**config.mk**
```make
export PLATFORM = sky130hd
export DESIGN_NAME = h264_frame_type_classifier_top
export DESIGN_NICKNAME = d
export VERILOG_FILES = /design/src/hdl/h264ftc_pkg.sv /design/src/hdl/h264_frame_type_classifier_top.sv
export SDC_FILE = /design/constraint.sdc
export NUM_CORES = 1
export LEC_CHECK = 0
export BUFFER_PORTS_ARGS = -buffer_cell sky130_fd_sc_hd__buf_2
export CAP_MARGIN = 5
export CELL_PAD_IN_SITES_DETAIL_PLACEMENT = 1
export CELL_PAD_IN_SITES_GLOBAL_PLACEMENT = 1
export CORE_MARGIN = 2
export CORE_UTILIZATION = 49
export DETAILED_ROUTE_END_ITERATION = 6
export GPL_TIMING_DRIVEN = 1
export MAX_ROUTING_LAYER = met4
export PLACE_DENSITY = 0.89
export SYNTH_ARGS = -nofsm -noshare
export SYNTH_HDL_FRONTEND = slang
export SYNTH_SLANG_ARGS = --single-unit
```
**constraint.sdc**
```tcl
create_clock -name clock -period 3.7 [get_ports clock]
set_input_delay 1.11 -clock clock [delete_from_list [all_inputs] [get_ports clock]]
set_output_delay 1.11 -clock clock [all_outputs]
set_load 0.01 [all_outputs]
```
**src/hdl/h264ftc_pkg.sv**
```systemverilog
`timescale 1ns / 1ps
// Shared codes and helpers for the H.264 frame type classifier.
// No dependencies; imported by h264_frame_type_classifier_top.
package h264ftc_pkg;

   typedef logic [1:0] pic_kind_type;

   localparam pic_kind_type TYPE_UNDEF = 2'd0;
   localparam pic_kind_type TYPE_IDR   = 2'd1;
   localparam pic_kind_type TYPE_P     = 2'd2;
   localparam pic_kind_type TYPE_B     = 2'd3;

   localparam logic [23:0] START_CODE   = 24'h000001;
   localparam logic [31:0] WINDOW_RESET = 32'hffff_ffff;

   localparam logic [7:0] HDR_B     = 8'h01;
   localparam logic [7:0] HDR_P_0   = 8'h21;
   localparam logic [7:0] HDR_P_1   = 8'h41;
   localparam logic [7:0] HDR_P_2   = 8'h61;
   localparam logic [7:0] HDR_IDR_0 = 8'h25;
   localparam logic [7:0] HDR_IDR_1 = 8'h45;
   localparam logic [7:0] HDR_IDR_2 = 8'h65;
   localparam logic [7:0] HDR_AUD   = 8'h09;

   localparam logic [2:0] PPT_IDR = 3'd0;
   localparam logic [2:0] PPT_B   = 3'd2;

   function automatic pic_kind_type slice_kind(input logic [7:0] hdr);
      pic_kind_type kind;
      case (hdr) inside
         HDR_B:                           kind = TYPE_B;
         HDR_P_0, HDR_P_1, HDR_P_2:       kind = TYPE_P;
         HDR_IDR_0, HDR_IDR_1, HDR_IDR_2: kind = TYPE_IDR;
         default:                         kind = TYPE_UNDEF;
      endcase
      return kind;
   endfunction

endpackage

```
**src/hdl/h264_frame_type_classifier_top.sv**
```systemverilog
`timescale 1ns / 1ps
// H.264 Annex B frame type classifier, top level.
// Depends on h264ftc_pkg.

// The block takes one elementary-stream byte per transfer and accepts a byte
// in every cycle while req_ready is high; the result of the byte that settles
// the type is registered in the result register, or in the skid entry while
// that register holds an untaken result. A 32-bit shift window finds 00 00 01
// start codes; the header after one is judged when the next byte arrives. The
// first slice header (B, P or IDR) yields a result at once and the rest of the
// buffer is skipped; otherwise the last byte yields the type taken from an
// access unit delimiter, or undefined. The state clears after every last byte.
// A two-entry output stage (result register plus skid) lets input keep flowing
// while a result waits; req_ready drops only while the skid entry is full.
module h264_frame_type_classifier_top
   import h264ftc_pkg::*;
(
   input  logic         clock,
   input  logic         reset,
   input  logic         req_valid,
   output logic         req_ready,
   input  logic [7:0]   req_stream_byte,
   input  logic         req_is_last,
   output logic         rsp_valid,
   input  logic         rsp_ready,
   output pic_kind_type rsp_pic_kind,
   output logic         rsp_from_delimiter
);

   logic [31:0]  window_ff, window_in;
   pic_kind_type tent_ff, tent_in;
   logic         decided_ff, decided_in;

   logic         rsp_valid_ff, skid_valid_ff;
   pic_kind_type type_ff, skid_type_ff;
   logic         delim_ff, skid_delim_ff;

   logic         accept, pop, push;
   logic         start_seen, slice_hit;
   pic_kind_type kind, tent_upd, res_type;
   logic         res_delim;

   assign req_ready          = !skid_valid_ff;
   assign accept             = req_valid && req_ready;
   assign rsp_valid          = rsp_valid_ff;
   assign rsp_pic_kind       = type_ff;
   assign rsp_from_delimiter = delim_ff;
   assign pop                = rsp_valid_ff && rsp_ready;

   always_comb begin
      start_seen = !decided_ff && (window_ff[31:8] == START_CODE);
      kind       = slice_kind(window_ff[7:0]);
      slice_hit  = start_seen && (kind != TYPE_UNDEF);
      tent_upd   = tent_ff;
      if (start_seen && window_ff[7:0] == HDR_AUD) begin
         if (req_stream_byte[7:5] == PPT_IDR) begin
            tent_upd = TYPE_IDR;
         end else if (req_stream_byte[7:5] == PPT_B) begin
            tent_upd = TYPE_B;
         end
      end
      if (slice_hit) begin
         res_type  = kind;
         res_delim = 1'b0;
      end else begin
         res_type  = tent_upd;
         res_delim = (tent_upd != TYPE_UNDEF);
      end
      push = accept && !decided_ff && (slice_hit || req_is_last);

      window_in  = window_ff;
      tent_in    = tent_ff;
      decided_in = decided_ff;
      if (accept) begin
         if (req_is_last) begin
            window_in  = WINDOW_RESET;
            tent_in    = TYPE_UNDEF;
            decided_in = 1'b0;
         end else if (!decided_ff) begin
            window_in  = {window_ff[23:0], req_stream_byte};
            tent_in    = tent_upd;
            decided_in = slice_hit;
         end
      end
   end

   always_ff @(posedge clock) begin
      if (reset) begin
         window_ff  <= WINDOW_RESET;
         tent_ff    <= TYPE_UNDEF;
         decided_ff <= 1'b0;
      end else begin
         window_ff  <= window_in;
         tent_ff    <= tent_in;
         decided_ff <= decided_in;
      end
   end

   // result register with skid entry
   always_ff @(posedge clock) begin
      if (reset) begin
         rsp_valid_ff  <= 1'b0;
         skid_valid_ff <= 1'b0;
      end else if (skid_valid_ff) begin
         if (pop) begin
            skid_valid_ff <= 1'b0;
         end
      end else if (push) begin
         if (rsp_valid_ff && !pop) begin
            skid_valid_ff <= 1'b1;
         end else begin
            rsp_valid_ff <= 1'b1;
         end
      end else if (pop) begin
         rsp_valid_ff <= 1'b0;
      end
   end

   always_ff @(posedge clock) begin
      if (skid_valid_ff) begin
         if (pop) begin
            type_ff  <= skid_type_ff;
            delim_ff <= skid_delim_ff;
         end
      end else if (push) begin
         if (rsp_valid_ff && !pop) begin
            skid_type_ff  <= res_type;
            skid_delim_ff <= res_delim;
         end else begin
            type_ff  <= res_type;
            delim_ff <= res_delim;
         end
      end
   end

endmodule
```
==> results by group, run 1 <==
Timing
  – Peak Freq: 419 MHz
  – Worst Setup Slack, final: 1310 ps
  – Max transition margin: 34.6%
  – Final hold viol count: 0
  – Worst-Margin Slew: 981 ps
  – Endpoints failing setup: 0
  – Period utilisation layout: 64.6%
  – Minimum clock period: 2390 ps
  – Slew Viols, Final: 0
  – Clock Skews: 4.64 ps
  – Final setup TNS: 0 ps
  – RSZ-0062 raised after global routing: false

Synthesis
  – Avg Inst Size Synth: 11.3 µm²
  – Most frequent cells after synthesis: dfxtp_1 (37), a221o_1 (31), clkbuf_1 (13), edfxtp_1 (6)
  – Yosys top cell by area: dfxtp_1
  – Mapped Cells: 161
  – Count leader, synth: dfxtp_1
  – Ys async rst share: 0%
  – Syn Std Cell Area: 1820 µm²
  – Sequential-to-total area share from yosys stat: 50.5%
  – Ys flop type: dfxtp_1
  – Net count after synthesis: 174
  – Synth unique cells: 40
  – EDFF count, synth: 6
  – Synth top area cells: dfxtp_1 (41%), a221o_1 (17%), edfxtp_1 (9.9%)
  – Share of the synthesized area in the top cell type: 40.6%
  – Register bit total from synthesis: 43
  – Synth warn: 0

Floorplanning
  – Initial Util: 50.6%
  – Die Ht: 65.0 µm
  – Die area: 4230 µm²
  – Top Ports: 18
  – FP Rows: 22
  – Core Area: 3610 µm²
  – DIE WIDTH: 65.0 µm

Clock tree
  – CTS Hold Bufs: 0
  – Clk slew on worst S/H paths: 80 ps
  – Clock root cell: clkbuf_8
  – Maximum clock insertion buffer count: 2
  – CTS sink cnt: 43
  – H-tree depth: 2
  – Post-CTS sizing: 0
  – CTS tree: built
  – Post-CTS Repair Setup Buffers: 0
  – CTS Buf Count: 5
  – Later-pin clock latency in the skew report: 290 ps

Layout
  – Nets: 186
  – Diodes inserted: 0
  – Layout cells sized above 1: 23.1%
  – Syn-to-layout area delta: 11.2%

Route
  – Routed vias/inst: 6.65
  – Pre-Repair DR Iteration Count: 4
  – Routed len/inst: 20.0 µm
  – Initial DRC count: 86
  – Post-route ant nets: 0
  – Residual DRC: 0
  – Via count: 1470
  – Final WL: 4420 µm

Worst setup path
  – Worst setup path endpoint: window_ff[24]
  – RR Startpoint: window_ff[23]
  – WS Path Type: primary input to register
  – Data arrival time of the worst path: 2620 ps
  – Setup slack, reg-to-reg: 1420 ps
  – CP Max Fanout: 32
  – R2R Path End: skid_delim_ff
  – Crit path required time: 3930 ps
  – CP startpoint: req_valid
  – Critical Path End Type: register
  – Type of origin of the critical path: primary input
  – Reg2Reg Depth: 4

Power and ir drop
  – LEAKAGE: 0.706 nW
  – Maximum vdd ir drop: 0.260 mV
  – P per Cell Area: 440 nW/µm²

Placed design
  – RD Place Congestion: 0.798
  – Detailed-placement wirelength estimate: 3090 µm
  – Port Buf Inserts: 17
  – Pre-CTS WS: 1040 ps

GRT
  – Largest net degree at the start of global routing: 36
  – Vias in the first global route: 1494
  – Gr ovfl total: 0
  – Total Routing Usage GR: 23.6%
  – Initial antenna violation count: 0
  – First-pass GRT wire length: 7380 µm

Min path
  – Hold Path Class: register to register
  – WHS Path Cells: 2

Job
  – Max cap viols: 0

Run status
  – Outcome: finished, final reports clean
-- registers in the layout (all words and copies together), names as in the netlist --
name and flops:
rsp_from_delimiter 1, rsp_valid 1, skid_type_ff 2, rsp_pic_kind 2
decided_ff 1, skid_delim_ff 1, window_ff 32, tent_ff 2
skid_valid_ff 1
-- kinds of logic (layout without fill, tap and decap cells) --
group                  Yosys count  count (layout)  synth area share [%]
buffers and inverters           19              31                  3.91
flip-flops                      43              43                  50.5
AO/OA/AOI/OAI                   59              59                  28.4
AND/OR/NAND/NOR                 40              40                  17.2
-- worst min-delay path by stage --
stage	from	to
floorplan	tent_ff[0]	tent_ff[0]
global placement	tent_ff[0]	tent_ff[0]
detailed placement	tent_ff[0]	tent_ff[0]
CTS	tent_ff[0]	tent_ff[0]
global route	tent_ff[0]	tent_ff[0]
finish	tent_ff[0]	tent_ff[0]
-- cells in the final DEF, fill, tap and decap left out, types with 2 or more instances in the layout --
cell type   n
nand3_1     2
clkbuf_8    6
nand4_1     2
nor3b_1     2
nand4_2     2
a21o_1      2
nand2b_1    3
a22o_1      2
nor3_1      2
nand2_1     5
o21ai_0     2
a21oi_1     2
inv_1       5
and2_1      2
buf_2      17
o41a_1      2
a221o_1    31
dfxtp_1    37
a31oi_1     5
o22ai_1     3
edfxtp_1    6
nor2b_1     2
nor2_1      4
buf_4       2
nor4_1      2
o31ai_1     3
nor4_2      4
-- cell type report --
type	instances	area, µm²
clock buffers	6	82.6
flip-flops and latches	43	921
well taps	48	60.1
clock inverters	1	5.00
multi-input cells	99	842
fillers	385	1580
inverters	5	18.8
repair buffers	19	100
-- through the flow --
step                power (W)  hold WS (ps)  cell area (µm²)  std cells  utilization (%)
global placement     0.000602           477             1940        214             53.9
detailed placement   0.000608           485             1940        214             53.9
CTS                  0.000899           500             2030        221             56.3
global route         0.000929           514             2030        221             56.3
finish               0.000892           503             2030        221             56.3
floorplan            0.000577           451             1820        161                -
-- metal layers --
metal  global-route usage [%]  wire, µm
met1                     29.8      1990
met2                     38.4      2150
met3                     4.86       219
met4                     7.03        60
met5                        -         0
-- power breakdown --
part | internal [W] | switching [W] | total (W)
registers | 0.000496 | 0.0000268 | 0.000523
clock network | 0.000146 | 0.000147 | 0.000293
logic | 0.0000328 | 0.0000433 | 0.0000761
-- worst max-delay path, cell delays in order --
cell	delay, ps
buf_2	90
nor2b_1	340
a21o_1	830
a221o_1	230
No activity file was read; power rests on OpenSTA's default activity.
==> run 2, diff against run 1 <==
CORE_UTILIZATION = 46   (was 49)
PLACE_DENSITY = 0.85   (was 0.89)
clock period = 2.27 ns   (was 3.7 ns; I/O delays follow)
==> run 2 against run 1 <==
First-iteration DRC count rose by 62%; critical path type is now register to register; count of clock-buffer cells in the layout rose by 2; via count rose by 4.1%; setup slack got worse by 1000 ps; total power rose by 79%; sequential share of layout area fell by 1.8 points; critical path depth rose by 1; clock skew rose by 4.5 ps.
==> results by group, run 2 (synthesis results as in run 1) <==
Worst setup path
  – Type of origin of the critical path: register
  – Critical-path cell list: nor4_2 > and4_2 > a31oi_1 > nor4_1 > buf_4
  – Data arrival time of the worst path: 2000 ps (-620 ps)
  – Critical Path End Type: register
  – CP Max Fanout: 7 (-78%)
  – Crit path largest cell delay: 380 ps (-450 ps)
  – CP max stage cell: and4_2
  – Crit path required time: 2280 ps (-1650 ps)
  – WS Path Type: register to register

Min path
  – Hold Path Class: register to register

Layout
  – Most flop-heavy register: window_ff
  – Layout cells sized above 1: 25.1% (+2.0 points)
  – Nets: 191 (+2.7%)
  – Commonest non-fill, non-tap cells in the layout: dfxtp_1 (37), a221o_1 (31), buf_2 (17)
  – Largest register FFs: 32 (unchanged)
  – Commonest non-fill, non-tap cell in the layout: dfxtp_1
  – Filler cell count: 414 (+7.5%)
  – Diodes inserted: 0 (unchanged)
  – Syn-to-layout area delta: 15.9%

GRT
  – Total Routing Usage GR: 24.5% (+0.90 points)
  – Initial antenna violation count: 0 (unchanged)
  – Gr ovfl total: 0 (unchanged)
  – Largest net degree at the start of global routing: 33 (-8.3%)
  – First-pass GRT wire length: 8040 µm (+8.9%)
  – Vias in the first global route: 1549 (+3.7%)

Placed design
  – Port Buf Inserts: 17 (unchanged)
  – RD Place Congestion: 0.841 (+5.3%)
  – Detailed-placement wirelength estimate: 3250 µm (+5.2%)

Timing
  – Worst-Margin Slew: 444 ps (-537 ps)
  – Final hold viol count: 0 (unchanged)
  – RSZ-0062 raised after global routing: false
  – Max transition margin: 70.1% (+36 points)
  – Clock Skews: 9.12 ps (+4.48 ps)
  – Minimum clock period: 1990 ps
  – Final setup TNS: 0 ps (unchanged)
  – Endpoints failing setup: 0 (unchanged)
  – Slew Viols, Final: 0 (unchanged)
  – Peak Freq: 504 MHz
  – WHS: 506 ps (+2.63 ps)
  – Period utilisation layout: 87.5%

Clock tree
  – CTS Buf Count: 5 (unchanged)
  – Post-CTS Repair Setup Buffers: 0 (unchanged)
  – CTS tree: built
  – Maximum clock insertion buffer count: 2 (unchanged)
  – CTS sink cnt: 43 (unchanged)
  – Clock root cell: clkbuf_8
  – Post-CTS sizing: 0 (unchanged)
  – Clk slew on worst S/H paths: 80 ps (about the same)
  – H-tree depth: 2 (unchanged)
  – CTS Hold Bufs: 0 (unchanged)
  – Later-pin clock latency in the skew report: 290 ps (about the same)

Route
  – Via count: 1531 (+4.1%)
  – Routed vias/inst: 6.74 (+1.4%)
  – Routed len/inst: 21.1 µm (+5.6%)
  – Initial DRC count: 139 (+62%)
  – Post-route ant nets: 0 (unchanged)
  – Pre-Repair DR Iteration Count: 4 (unchanged)
  – Residual DRC: 0 (unchanged)
  – Final WL: 4800 µm (+8.5%)

Power and ir drop
  – Internal Power: 0.00122 W (+81%)
  – Gate power share: 8.3% (-0.2 points)
  – Clock share of power: 38.2% (+5.4 points)
  – Maximum vdd ir drop: 0.460 mV (+77%)
  – P per Cell Area: 756 nW/µm² (+72%)
  – Sequential fraction of design power: 53.5% (-5.1 points)
  – LEAKAGE: 0.751 nW (+6.4%)
  – Switching part of the total: 23.7% (-0.60 points)
  – Sw Pwr: 0.000379 W (+75%)

Floorplanning
  – Die Ht: 67.0 µm (+3.0%)
  – Core Area: 3740 µm² (+3.8%)
  – DIE WIDTH: 67.0 µm (+3.0%)
  – FP Rows: 22 (unchanged)
  – Top Ports: 18 (unchanged)
  – Die area: 4490 µm² (+6.1%)
  – Initial Util: 48.7% (-1.9 points)

Job
  – Max cap viols: 0 (unchanged)

Run status
  – Outcome: finished, final reports clean
[run 2: critical path, delay by kind of cell, from the launching register on]
kind | cells | cell delay, ps
AND/OR/NAND/NOR | 3 | 1010
flip-flops | 1 | 360
buffers and inverters | 1 | 180
AO/OA/AOI/OAI | 1 | 160
[run 2: metrics by stage]
stage	util, %	cells	total power, W	setup WS (ps)	cell area, µm²
detailed placement	53.2	219	0.00100	155	1990
floorplan	-	161	0.000940	204	1820
global placement	53.2	219	0.000992	269	1990
finish	56.5	227	0.00160	284	2110
global route	56.5	227	0.00165	201	2110
CTS	56.5	227	0.00161	295	2110
[run 2: layout make-up]
type | instances | area, µm² | share of cell area (%)
sequential | 43 | 921 | 43.6
multi-input combinational | 99 | 842 | 39.8
timing repair buffer | 24 | 150 | 7.10
clock buffer | 8 | 123 | 5.80
tap | 48 | 60.1 | 2.84
inverter | 5 | 18.8 | 0.888
[run 2: path summary, 6_finish.rpt]
kind | startpoint | end | slack, ps | cells after the start
worst max-delay path | window_ff[16] | skid_type_ff[1] | 280 | 5
worst min-delay path | tent_ff[0] | tent_ff[0] | 510 | 2
worst max register to register | window_ff[16] | skid_type_ff[1] | 280 | 5
worst min register to register | tent_ff[0] | tent_ff[0] | 510 | 2
[run 2: per-layer routing]
layer / GRT usage, % / wire length, µm / share of wire (%)
met2: 39.5 / 2350 / 49
met3: 3.04 / 269 / 5.6
met5: - / 0 / 0
met4: 5.36 / 59 / 1.2
met1: 33.2 / 2120 / 44
[run 2: power groups by stage]
stage                     clock, W  combinational [W]  sequential, W
after global routing      0.000644           0.000146       0.000859
after detailed placement         0           0.000131       0.000871
after global placement           0           0.000125       0.000867
after floorplan                  0          0.0000871       0.000853
after CTS                 0.000620           0.000133       0.000854
final                     0.000612           0.000133       0.000855
==> run 3, diff against run 2 <==
REMOVE_ABC_BUFFERS = 1   (was default)
==> run 3 against run 2 <==
Sequential power shrank 0.5%; sequential share of layout area up 0.57 points; via count is 4.2% lower; critical path type unchanged.
==> results by group, run 3 (synthesis results as in run 1) <==
Timing
  – Worst Setup Slack, final: 250 ps (-33.9 ps)
  – Final hold viol count: 0 (unchanged)
  – Period utilisation layout: 89.0% (+1.5 points)
  – Slew Viols, Final: 0 (unchanged)
  – WHS: 516 ps (+10.4 ps)
  – Minimum clock period: 2020 ps (+33.9 ps)
  – Max transition margin: 75.4% (+5.3 points)
  – Clock Skews: 5.99 ps (-3.13 ps)
  – Peak Freq: 495 MHz (-1.7%)
  – RSZ-0062 raised after global routing: false
  – Worst-Margin Slew: 368 ps (-76.0 ps)
  – Endpoints failing setup: 0 (unchanged)

Worst setup path
  – Data arrival time of the worst path: 2040 ps (+40 ps)
  – Critical Path End Type: register
  – Type of origin of the critical path: register
  – Crit path required time: 2290 ps (about the same)
  – CP max stage cell: dfxtp_1
  – Crit path largest cell delay: 400 ps (+20 ps)
  – CP Max Fanout: 7 (unchanged)
  – WS Path Type: register to register
  – Critical-path cell list: nor4b_4 > and4_2 > a31oi_1 > o21ai_0 > buf_4

Floorplanning
  – Initial Util: 48.7% (unchanged)
  – Die area: 4490 µm² (unchanged)
  – Core Area: 3740 µm² (unchanged)
  – Top Ports: 18 (unchanged)
  – Die Ht: 67.0 µm (unchanged)
  – FP Rows: 22 (unchanged)
  – DIE WIDTH: 67.0 µm (unchanged)

Layout
  – Filler cell count: 429 (+3.6%)
  – Syn-to-layout area delta: 14.4%
  – Commonest non-fill, non-tap cell in the layout: dfxtp_1
  – Largest register FFs: 32 (unchanged)
  – Layout cells sized above 1: 25.6% (+0.42 points)
  – Diodes inserted: 0 (unchanged)
  – Final non-filler cell total: 228 (+0.44%)
  – Most flop-heavy register: window_ff
  – Layout Utilization: 55.7% (-0.74 points)
  – Nets: 192 (+0.52%)
  – Cell area after layout: 2090 µm² (-1.3%)
  – Commonest non-fill, non-tap cells in the layout: dfxtp_1 (37), a221o_1 (31), buf_2 (17)

Power and ir drop
  – Gate power share: 8.6% (+0.3 points)
  – P per Cell Area: 722 nW/µm² (-4.6%)
  – LEAKAGE: 0.742 nW (-1.3%)
  – Sequential fraction of design power: 56.5% (+3.0 points)
  – Switching part of the total: 24.0% (+0.25 points)
  – Internal Power: 0.00115 W (-6.1%)
  – Clock share of power: 34.9% (-3.3 points)
  – Maximum vdd ir drop: 0.462 mV (+0.55%)
  – Sw Pwr: 0.000361 W (-4.8%)

Clock tree
  – H-tree depth: 2 (unchanged)
  – Clk slew on worst S/H paths: 80 ps (about the same)
  – Post-CTS sizing: 0 (unchanged)
  – Later-pin clock latency in the skew report: 290 ps (about the same)
  – Clock root cell: clkbuf_8
  – CTS Hold Bufs: 0 (unchanged)
  – CTS Buf Count: 5 (unchanged)
  – Maximum clock insertion buffer count: 2 (unchanged)
  – CTS sink cnt: 43 (unchanged)
  – CTS tree: built
  – Post-CTS Repair Setup Buffers: 0 (unchanged)

Route
  – Routed len/inst: 19.3 µm (-8.8%)
  – Final WL: 4400 µm (-8.4%)
  – Post-route ant nets: 0 (unchanged)
  – Pre-Repair DR Iteration Count: 4 (unchanged)
  – Initial DRC count: 129 (-7.2%)
  – Routed vias/inst: 6.43 (-4.6%)
  – Via count: 1467 (-4.2%)
  – Residual DRC: 0 (unchanged)

GRT
  – First-pass GRT wire length: 7620 µm (-5.2%)
  – Gr ovfl total: 0 (unchanged)
  – Initial antenna violation count: 0 (unchanged)
  – Total Routing Usage GR: 23.7% (-0.80 points)
  – Largest net degree at the start of global routing: 33 (unchanged)
  – Vias in the first global route: 1553 (+0.26%)

Min path
  – Hold Path Class: register to register

Placed design
  – Placed instance area: 1990 µm² (-0.25%)
  – RD Place Congestion: 0.794 (-5.6%)
  – Port Buf Inserts: 17 (unchanged)
  – Pre-CTS WS: 164 ps (+8.52 ps)
  – Detailed-placement wirelength estimate: 3080 µm (-5.1%)
  – Placed cells: 220 (+0.46%)

Run status
  – Outcome: finished, final reports clean

Job
  – Max cap viols: 0 (unchanged)
run 3: worst paths after layout:
kind | start | endpoint | slack, ps | cells after the start
worst max-delay path | decided_ff | rsp_pic_kind[0] | 250 | 5
worst min-delay path | window_ff[29] | window_ff[29] | 520 | 1
worst max register to register | decided_ff | rsp_pic_kind[0] | 250 | 5
worst min register to register | window_ff[29] | window_ff[29] | 520 | 1
run 3: final cells by class:
type	count	area [µm²]	area share [%]
clock buffers	8	100	4.80
inverters	5	18.8	0.899
multi-input cells	99	842	40.3
flip-flops and latches	43	921	44.1
well taps	48	60.1	2.88
repair buffers	25	145	6.95
run 3: per-stage QoR:
| stage | TNS, ps | total power (W) |
|---|---|---|
| after CTS | 0 | 0.00152 |
| final | 0 | 0.00151 |
| after global placement | 0 | 0.000988 |
| after global routing | 0 | 0.00158 |
| after floorplan | -15230 | 0.000934 |
| after detailed placement | 0 | 0.000997 |
run 3: power groups by stage:
stage,clock network [W],registers (W),logic [W]
finish,0.000525,0.000851,0.000130
global route,0.000579,0.000856,0.000144
CTS,0.000543,0.000850,0.000130
detailed placement,0,0.000868,0.000129
global placement,0,0.000865,0.000122
floorplan,0,0.000857,0.0000764
run 3: routing by layer:
metal	global-route usage [%]	share of wire [%]	vias up	wire (µm)
met5	-	0	-	0
met4	10.5	2.4	0	104
met3	5.24	3.9	8	171
met2	37.6	50	36	2190
met1	28.8	44	731	1940
li1	-	-	692	-
run 3: worst max-delay path: cells and delay by family (launching register included):
| family | cells | cell delay, ps |
|---|---|---|
| simple gates | 2 | 690 |
| compound gates | 2 | 470 |
| flops | 1 | 400 |
| buf+inv | 1 | 190 |
